## src/rtl/dpad_pkg.sv

```systemverilog
// ----------------------------------------------------------------------------
// dpad_pkg
// Shared codes and types for the gamepad text-entry decoder.
// ----------------------------------------------------------------------------
package dpad_pkg;

	// action codes
	localparam logic [2:0] ACT_NONE  = 3'd0;
	localparam logic [2:0] ACT_CHAR  = 3'd1;
	localparam logic [2:0] ACT_BACK  = 3'd2;
	localparam logic [2:0] ACT_ENTER = 3'd3;
	localparam logic [2:0] ACT_ESC   = 3'd4;

	// character classes
	localparam logic [1:0] CLS_LOWER  = 2'd0;
	localparam logic [1:0] CLS_UPPER  = 2'd1;
	localparam logic [1:0] CLS_DIGIT  = 2'd2;
	localparam logic [1:0] CLS_SYMBOL = 2'd3;

	// button codes
	localparam logic [3:0] BTN_LEFT  = 4'd0;
	localparam logic [3:0] BTN_RIGHT = 4'd1;
	localparam logic [3:0] BTN_UP    = 4'd2;
	localparam logic [3:0] BTN_DOWN  = 4'd3;
	localparam logic [3:0] BTN_AUX1  = 4'd4;
	localparam logic [3:0] BTN_AUX2  = 4'd5;
	localparam logic [3:0] BTN_A     = 4'd6;
	localparam logic [3:0] BTN_Y     = 4'd7;
	localparam logic [3:0] BTN_B     = 4'd8;

	typedef struct packed {
		logic [2:0] action_kind;
		logic [7:0] char_code;
		logic       next_char;
	} res_t;

	// class update request from the decoder
	typedef struct packed {
		logic       we;
		logic [1:0] cls;
	} cls_upd_t;

endpackage

```

## src/rtl/dpad_evt_if.sv

```systemverilog
// ----------------------------------------------------------------------------
// dpad_evt_if
// Button event channel: valid/ready with the event payload.
// ----------------------------------------------------------------------------
interface dpad_evt_if;
	logic       valid;
	logic       ready;
	logic [3:0] button;
	logic [7:0] last_char;
	logic       string_empty;

	modport source (output valid, output button, output last_char, output string_empty,
		input ready);
	modport sink (input valid, input button, input last_char, input string_empty,
		output ready);
endinterface

```

## src/rtl/dpad_act_if.sv

```systemverilog
// ----------------------------------------------------------------------------
// dpad_act_if
// Text-entry action channel: valid/ready with the action payload.
// ----------------------------------------------------------------------------
interface dpad_act_if;
	logic       valid;
	logic       ready;
	logic [2:0] action_kind;
	logic [7:0] char_code;
	logic       next_char;

	modport source (output valid, output action_kind, output char_code, output next_char,
		input ready);
	modport sink (input valid, input action_kind, input char_code, input next_char,
		output ready);
endinterface

```

## src/rtl/dpad_decode.sv

```systemverilog
// ----------------------------------------------------------------------------
// dpad_decode
// Combinational decode of one button event into an action and class update.
// ----------------------------------------------------------------------------
module dpad_decode (
	input  logic [3:0]        button,
	input  logic [7:0]        last_char,
	input  logic              string_empty,
	input  logic              addr_mode,
	input  logic [1:0]        cls,
	output dpad_pkg::res_t    res,
	output dpad_pkg::cls_upd_t upd
);

	localparam logic [7:0] CH_SPACE = 8'h20;
	localparam logic [7:0] CH_DOT   = 8'h2E;
	localparam logic [7:0] CH_SLASH = 8'h2F;
	localparam logic [7:0] CH_0     = 8'h30;
	localparam logic [7:0] CH_9     = 8'h39;
	localparam logic [7:0] CH_COLON = 8'h3A;
	localparam logic [7:0] CH_EXCL  = 8'h21;
	localparam logic [7:0] CH_AT    = 8'h40;
	localparam logic [7:0] CH_UA    = 8'h41;
	localparam logic [7:0] CH_UZ    = 8'h5A;
	localparam logic [7:0] CH_LBRK  = 8'h5B;
	localparam logic [7:0] CH_BTICK = 8'h60;
	localparam logic [7:0] CH_LA    = 8'h61;
	localparam logic [7:0] CH_LZ    = 8'h7A;
	localparam logic [7:0] CH_LBRC  = 8'h7B;
	localparam logic [7:0] CH_TILDE = 8'h7E;
	localparam logic [7:0] CASE_OFS = 8'h20;

	function automatic logic [7:0] first_of(input logic [1:0] c);
		logic [7:0] r;
		case (c)
			dpad_pkg::CLS_LOWER: r = CH_LA;
			dpad_pkg::CLS_UPPER: r = CH_UA;
			dpad_pkg::CLS_DIGIT: r = CH_0;
			default:             r = CH_EXCL;
		endcase
		return r;
	endfunction

	function automatic logic [7:0] last_of(input logic [1:0] c);
		logic [7:0] r;
		case (c)
			dpad_pkg::CLS_LOWER: r = CH_LZ;
			dpad_pkg::CLS_UPPER: r = CH_UZ;
			dpad_pkg::CLS_DIGIT: r = CH_9;
			default:             r = CH_TILDE;
		endcase
		return r;
	endfunction

	function automatic logic [7:0] step_up(input logic [1:0] c, input logic [7:0] ch);
		logic [7:0] r;
		r = ch + 8'd1;
		if (c == dpad_pkg::CLS_LOWER || c == dpad_pkg::CLS_UPPER) begin
			if (ch == CH_SPACE) r = first_of(c);
			else if (ch == last_of(c)) r = CH_SPACE;
		end else if (c == dpad_pkg::CLS_DIGIT) begin
			if (ch == CH_9 || ch == CH_DOT) r = CH_0;
		end else begin
			if (ch == CH_SLASH) r = CH_COLON;
			else if (ch == CH_AT) r = CH_LBRK;
			else if (ch == CH_BTICK) r = CH_LBRC;
			else if (ch == CH_TILDE) r = CH_EXCL;
		end
		return r;
	endfunction

	function automatic logic [7:0] step_down(input logic [1:0] c, input logic [7:0] ch);
		logic [7:0] r;
		r = ch - 8'd1;
		if (c == dpad_pkg::CLS_LOWER || c == dpad_pkg::CLS_UPPER) begin
			if (ch == CH_SPACE) r = last_of(c);
			else if (ch == first_of(c)) r = CH_SPACE;
		end else if (c == dpad_pkg::CLS_DIGIT) begin
			if (ch == CH_0 || ch == CH_DOT) r = CH_9;
		end else begin
			if (ch == CH_COLON) r = CH_SLASH;
			else if (ch == CH_LBRK) r = CH_AT;
			else if (ch == CH_LBRC) r = CH_BTICK;
			else if (ch == CH_EXCL) r = CH_TILDE;
		end
		return r;
	endfunction

	logic       fwd;
	logic [1:0] ncls;
	logic       is_letter_cls;

	assign fwd           = (button == dpad_pkg::BTN_Y);
	assign ncls          = fwd ? cls + 2'd1 : cls - 2'd1;
	assign is_letter_cls = (cls == dpad_pkg::CLS_LOWER) || (cls == dpad_pkg::CLS_UPPER);

	always_comb begin
		res = '0;
		upd = '0;
		upd.cls = ncls;
		case (button)
			dpad_pkg::BTN_LEFT: res.action_kind = dpad_pkg::ACT_BACK;
			dpad_pkg::BTN_RIGHT: begin
				res.action_kind = dpad_pkg::ACT_CHAR;
				res.next_char   = 1'b1;
				res.char_code   = is_letter_cls ? CH_SPACE : first_of(cls);
			end
			dpad_pkg::BTN_UP: begin
				res.action_kind = dpad_pkg::ACT_CHAR;
				res.next_char   = string_empty;
				res.char_code   = string_empty ? first_of(cls) : step_up(cls, last_char);
			end
			dpad_pkg::BTN_DOWN: begin
				res.action_kind = dpad_pkg::ACT_CHAR;
				res.next_char   = string_empty;
				res.char_code   = string_empty ? last_of(cls) : step_down(cls, last_char);
			end
			dpad_pkg::BTN_AUX1: res.action_kind = dpad_pkg::ACT_ENTER;
			dpad_pkg::BTN_AUX2: res.action_kind = dpad_pkg::ACT_ESC;
			dpad_pkg::BTN_A: begin
				if (!addr_mode && is_letter_cls) begin
					res.action_kind = dpad_pkg::ACT_CHAR;
					res.char_code   = CH_SPACE;
					res.next_char   = string_empty;
				end else if (addr_mode && !string_empty) begin
					res.action_kind = dpad_pkg::ACT_CHAR;
					res.char_code   = CH_DOT;
				end
			end
			dpad_pkg::BTN_Y, dpad_pkg::BTN_B: begin
				// digit class is locked in address mode
				if (!(cls == dpad_pkg::CLS_DIGIT && addr_mode)) begin
					upd.we          = 1'b1;
					res.action_kind = dpad_pkg::ACT_CHAR;
					res.next_char   = string_empty;
					res.char_code   = first_of(ncls);
					if (!string_empty && fwd && cls == dpad_pkg::CLS_LOWER) begin
						res.char_code = (last_char >= CH_LA && last_char <= CH_LZ)
							? last_char - CASE_OFS : last_char;
					end else if (!string_empty && !fwd && cls == dpad_pkg::CLS_UPPER) begin
						res.char_code = (last_char >= CH_UA && last_char <= CH_UZ)
							? last_char + CASE_OFS : last_char;
					end
				end
			end
			default: res = '0;
		endcase
	end

endmodule

```

## src/rtl/dpad_character_entry_fsm_unit.sv

```systemverilog
// ----------------------------------------------------------------------------
// dpad_character_entry_fsm_unit
// Gamepad text-entry decoder: button events in, text-entry actions out.
// ----------------------------------------------------------------------------
//  channel  | dir | payload                                | handshake
//  evt      | in  | button, last_char, string_empty        | valid/ready
//  act      | out | action_kind, char_code, next_char      | valid/ready
//  cfg      | in  | keyboard_mode                          | cfg_we only
//
//  one beat per cycle while act is ready; a beat passes the input register, then the result register
//  the class register is read and updated in the decode stage, so back-to-back
//  beats see each other's class changes in order
//  reset: empty pipeline, mode profile, class lower
//  a stalled result holds both stages; ready falls only when both are full
// ----------------------------------------------------------------------------
module dpad_character_entry_fsm_unit (
	input  logic              clk,
	input  logic              arst_n,
	input  logic              cfg_we,
	input  logic              cfg_wdata,
	dpad_evt_if.sink          evt,
	dpad_act_if.source        act
);

	logic                 vld_s1;
	logic [3:0]           button_s1;
	logic [7:0]           last_char_s1;
	logic                 empty_s1;
	logic                 vld_s2;
	dpad_pkg::res_t       res_s2;
	logic                 mode_q;
	logic [1:0]           cls_q;
	dpad_pkg::res_t       res_d;
	dpad_pkg::cls_upd_t   upd;
	logic                 adv_s2;
	logic                 adv_s1;

	assign adv_s2    = !vld_s2 || act.ready;
	assign adv_s1    = vld_s1 && adv_s2;
	assign evt.ready = !vld_s1 || adv_s2;

	dpad_decode u_dec (
		.button       (button_s1),
		.last_char    (last_char_s1),
		.string_empty (empty_s1),
		.addr_mode    (mode_q),
		.cls          (cls_q),
		.res          (res_d),
		.upd          (upd)
	);

	always_ff @(posedge clk or negedge arst_n) begin
		if (!arst_n) begin
			vld_s1 <= 1'b0;
			vld_s2 <= 1'b0;
			mode_q <= 1'b0;
			cls_q  <= dpad_pkg::CLS_LOWER;
		end else begin
			if (evt.ready) vld_s1 <= evt.valid;
			if (adv_s2) vld_s2 <= vld_s1;
			if (cfg_we) begin
				mode_q <= cfg_wdata;
				cls_q  <= cfg_wdata ? dpad_pkg::CLS_DIGIT : dpad_pkg::CLS_LOWER;
			end else if (adv_s1 && upd.we) begin
				cls_q <= upd.cls;
			end
		end
	end

	always_ff @(posedge clk) begin
		if (evt.valid && evt.ready) begin
			button_s1    <= evt.button;
			last_char_s1 <= evt.last_char;
			empty_s1     <= evt.string_empty;
		end
		if (adv_s1) res_s2 <= res_d;
	end

	assign act.valid       = vld_s2;
	assign act.action_kind = res_s2.action_kind;
	assign act.char_code   = res_s2.char_code;
	assign act.next_char   = res_s2.next_char;

`ifndef SYNTH
	// address mode keeps the class on digit
	a_addr_digit: assert property (@(posedge clk) disable iff (!arst_n)
		mode_q |-> cls_q == dpad_pkg::CLS_DIGIT)
		else $error("class left digit in address mode");

	// a non-character action carries no code and no append flag
	a_no_char_payload: assert property (@(posedge clk) disable iff (!arst_n)
		(vld_s2 && res_s2.action_kind != dpad_pkg::ACT_CHAR)
			|-> (res_s2.char_code == 8'd0 && !res_s2.next_char))
		else $error("payload on non-character action");

	// mode write resets the class
	a_cfg_cls: assert property (@(posedge clk) disable iff (!arst_n)
		cfg_we |=> cls_q == ($past(cfg_wdata) ? dpad_pkg::CLS_DIGIT : dpad_pkg::CLS_LOWER))
		else $error("class not reset by mode write");

	// a decoded beat reaches the result register while it is free
	a_s1_moves: assert property (@(posedge clk) disable iff (!arst_n)
		(vld_s1 && !vld_s2) |=> vld_s2)
		else $error("decode stage did not advance");
`endif

endmodule
```

## src/flat_wrapper.sv

```systemverilog
// flat-port wrapper written by rule: the top's interface ports become plain ports
module dpad_character_entry_fsm_unit_flat 
  (clk, arst_n, cfg_we, cfg_wdata, evt_valid, evt_button, evt_last_char, evt_string_empty, evt_ready, act_valid, act_action_kind, act_char_code, act_next_char, act_ready);
  dpad_evt_if evt_i ();
  dpad_act_if act_i ();
  input  logic clk;
  input  logic arst_n;
  input  logic cfg_we;
  input  logic cfg_wdata;
  input wire logic [$bits(evt_i.valid)-1:0] evt_valid;
  input wire logic [$bits(evt_i.button)-1:0] evt_button;
  input wire logic [$bits(evt_i.last_char)-1:0] evt_last_char;
  input wire logic [$bits(evt_i.string_empty)-1:0] evt_string_empty;
  output wire logic [$bits(evt_i.ready)-1:0] evt_ready;
  output wire logic [$bits(act_i.valid)-1:0] act_valid;
  output wire logic [$bits(act_i.action_kind)-1:0] act_action_kind;
  output wire logic [$bits(act_i.char_code)-1:0] act_char_code;
  output wire logic [$bits(act_i.next_char)-1:0] act_next_char;
  input wire logic [$bits(act_i.ready)-1:0] act_ready;
  assign evt_i.valid = evt_valid;
  assign evt_i.button = evt_button;
  assign evt_i.last_char = evt_last_char;
  assign evt_i.string_empty = evt_string_empty;
  assign evt_ready = evt_i.ready;
  assign act_valid = act_i.valid;
  assign act_action_kind = act_i.action_kind;
  assign act_char_code = act_i.char_code;
  assign act_next_char = act_i.next_char;
  assign act_i.ready = act_ready;
  dpad_character_entry_fsm_unit u_core (.clk(clk), .arst_n(arst_n), .cfg_we(cfg_we), .cfg_wdata(cfg_wdata), .evt(evt_i), .act(act_i));
endmodule
```

## config.mk

```make
export PLATFORM = sky130hd
export DESIGN_NAME = dpad_character_entry_fsm_unit_flat
export DESIGN_NICKNAME = d
export VERILOG_FILES = /design/src/rtl/dpad_pkg.sv /design/src/rtl/dpad_evt_if.sv /design/src/rtl/dpad_act_if.sv /design/src/rtl/dpad_decode.sv /design/src/rtl/dpad_character_entry_fsm_unit.sv /design/src/flat_wrapper.sv
export SDC_FILE = /design/constraint.sdc
export NUM_CORES = 1
export LEC_CHECK = 0
export BUFFER_PORTS_ARGS = -buffer_cell sky130_fd_sc_hd__buf_4
export CORE_MARGIN = 2
export CORE_UTILIZATION = 54
export DETAILED_ROUTE_END_ITERATION = 7
export PLACE_DENSITY = 0.85
export SLEW_MARGIN = 20
export SYNTH_ARGS = -nofsm -noshare
export SYNTH_HDL_FRONTEND = slang
export SYNTH_SLANG_ARGS = --single-unit
export TNS_END_PERCENT = 5
```

## constraint.sdc

```tcl
create_clock -name clk -period 2.6 [get_ports clk]
set_input_delay 0.13 -clock clk [delete_from_list [all_inputs] [get_ports clk]]
set_output_delay 0.13 -clock clk [all_outputs]
set_load 0.02 [all_outputs]
```

==> run summary <==
Skew-Pair Late Insertion Delay: 300 ps
Area occupied by multi-input gates: 0.001858 mm²
Pre-CTS WS: 143.5 ps
Gr usage total: 30.50%
# Max-Cap Violations: 0
R2r worst-path depth: 8
Startpoint Class: flip-flop
Fin area: 0.003642 mm²
Post-Synthesis Cell Area: 0.002880 mm²
Logic pwr share: 32.9%
Worst Hold Class: input pin to flip-flop
Cells after Synth: 332
Leakage: 0.001523 µW
Port-buffer cells: 32
Vias: 2999
Critical path required time: 2770 ps
Final min period: 2496 ps
Layout cell share with drive strength beyond 1: 26.17%
Number of routed nets with antenna violations: 0
Status: complete, no violations
Clock Power Share: 27.9%
Data arrival, critical path: 2660 ps
Row count: 26
Core Footprint: 0.005140 mm²
Filler cell count: 426
Num ports: 33
Async SR Flop Fraction: 16.67%
Total CTS buffers: 5
Final net count: 439
Slew margin rel.: 56.96%
Die Y: 77.04 µm
Largest net degree at the start of global routing: 24
CP most frequent cell: buf_4
Final Skew: 19.62 ps
CP max-delay cell: xnor2_1
Sequential Power Share: 39.3%
Cells along the critical path: buf_4, ha_1, xnor2_1, a2111oi_4, or3_1, a2111oi_0, buf_4, a311o_1
DP Area: 0.003530 mm²
FF+latch area: 875.8 µm²
Syn Area/Cell: 8.675 µm²
Area growth from synthesis to layout: 26.46%
Switch Pwr: 515.8 µW
# diodes: 0
Clock-pin slew on the worst setup and hold paths: 90 ps
Synth Flop Type: edfxtp_1
CTS Buffer Depth: 2
CP max FO: 6
Placed insts: 466
Detailed Routing Iterations Pass 1: 5
Ys Warns: 0
Most common cell after layout, fill and taps aside: buf_4
Vias in the first global route: 2805
Initial drt markers: 340
Sw Ratio: 34.20%
Avg WL per Cell: 18.89 µm
Worst-case vdd ir drop: 371.7 µV
CP max stage delay: 430 ps
Final setup margin: 103.9 ps
Power per cell area: 414.1 mW/mm²
H-tree Lvls: 2
Yosys cell types: 66
Setup violators final: 0
Detail Placement HPWL: 6936 µm
Endpoints failing hold: 0
Max Clk Rate: 0.4006 GHz
Chip width: 77.04 µm
Total gr overflow: 0
First-pass GRT wire length: 14180 µm
Slew Viols, Final: 0
P_int: 992.3 µW
Final Non-Filler Cells: 475
Post-CTS Setup Inserts: 0
Routed WL: 8972 µm
Placer Congestion: 0.9935
Critical path class: flip-flop to flip-flop
Clock sinks: 30
Measured slew at the worst slew-check pin: 636.6 ps
Vias/cell: 6.314
Final setup TNS: 0 ps
Post-Syn Nets: 367
Number of synthesized flops with an enable pin: 25
Register area share after synthesis: 30.41%
Hold WS: 5.028 ps
Hold path cells: 1
Commonest cells after routing, fill and taps aside: buf_4 (84), nand2_1 (28), edfxtp_1 (25)
CTS tree: yes
Starting Density: 56.04%
Crit. End Element: flip-flop
Root Buffer: clkbuf_8
DRC: 0
Die Area: 0.005934 mm²
Initial antenna violation count: 0
#FFs+latches synth: 30
Period utilisation layout: 96.00%
[sequential cells by signal, indices dropped and copies added, names as in the netlist]
name                    count
u_core.empty_s1             1
u_core.button_s1            4
u_core.mode_q               1
u_core.last_char_s1         8
u_core.cls_q                2
u_core.act.valid            1
u_core.vld_s1               1
u_core.act.next_char        1
u_core.act.char_code        8
u_core.act.action_kind      3
[layout make-up]
type / count / area share [%]
multi-input combinational: 268 / 51.01
timing repair buffer: 87 / 18.69
sequential: 30 / 24.05
clock inverter: 2 / 0.3435
tap: 70 / 2.405
inverter: 12 / 1.237
clock buffer: 6 / 2.267
[what timing repair did]
item,CTS,global route
setup endpoints to repair,0,2
endpoints found under the hold margin,5,0
gates resized for setup,0,2
hold buffers,1,0
[through the flow]
step	util, %	power, µW
after global placement	68.67	1078
after CTS	70.72	1498
after floorplan	-	885.8
final	70.86	1508
after detailed placement	68.67	1082
after global routing	70.86	1560
[power groups by stage]
stage,logic (µW),registers (µW),clock network (µW)
after CTS,486,592,421
after detailed placement,480,602,0
after floorplan,268,617,0
after global routing,532,595,433
final,496,592,420
after global placement,478,601,0
[critical path, delay by kind of cell, from the launching register on]
kind / cells / cell delay [ps]
AND/OR/NAND/NOR: 1 / 390
AO/OA/AOI/OAI: 3 / 620
buffers and inverters: 2 / 340
XOR/XNOR: 1 / 430
adder cells (fa/ha/maj): 1 / 230
flip-flops: 1 / 380
[cell families after synthesis]
family / Yosys count / share of synthesized area (%)
buf+inv: 34 / 5.343
fa+ha+maj: 16 / 6.950
xor+xnor: 15 / 4.561
simple gates: 134 / 26.80
mux: 2 / 0.6951
flops: 30 / 30.41
compound gates: 101 / 25.24
[Yosys cell counts, types with 5 or more instances]
cell type / count / share of area, %
buf_2: 9 / 1.6
clkbuf_1: 10 / 1.3
dfrtp_1: 5 / 4.3
nor2b_1: 7 / 1.5
nand3_1: 14 / 2.4
o211ai_1: 5 / 1.3
nor2_1: 21 / 2.7
o2111ai_1: 5 / 1.5
o21a_1: 6 / 1.6
a21o_1: 9 / 2.3
nand3b_1: 6 / 1.6
a31oi_1: 8 / 1.7
a21oi_1: 18 / 3.1
inv_1: 12 / 1.6
nor3_1: 10 / 1.7
edfxtp_1: 25 / 26
xnor2_1: 12 / 3.6
nand2b_1: 7 / 1.5
o21ai_0: 15 / 2.6
ha_1: 16 / 7.0
nand2_1: 28 / 3.6
[per-layer routing]
| layer | wire length [µm] | track usage [%] | vias up | part of all wire (%) |
|---|---|---|---|---|
| met5 | 0 | 0 | - | 0 |
| met4 | 140 | 8.571 | 0 | 1.6 |
| met3 | 777 | 7.647 | 14 | 8.7 |
| met2 | 4185 | 49.65 | 172 | 47 |
| met1 | 3868 | 40.37 | 1409 | 43 |
| li1 | - | - | 1404 | - |
[path summary, 6_finish.rpt]
kind | startpoint | slack (ps) | end
max reg2reg | u_core.cls_q[0] | 100 | u_core.act.char_code[7]
min reg2reg | u_core.vld_s1 | 500 | u_core.act.valid
max | u_core.cls_q[0] | 100 | u_core.act.char_code[7]
min | evt_last_char[5] | 5 | u_core.last_char_s1[5]
max in group asynchronous | arst_n | 2320 | u_core.cls_q[1]
min in group asynchronous | arst_n | 170 | u_core.act.valid
Note: power is estimated with default switching activity, not from simulation.
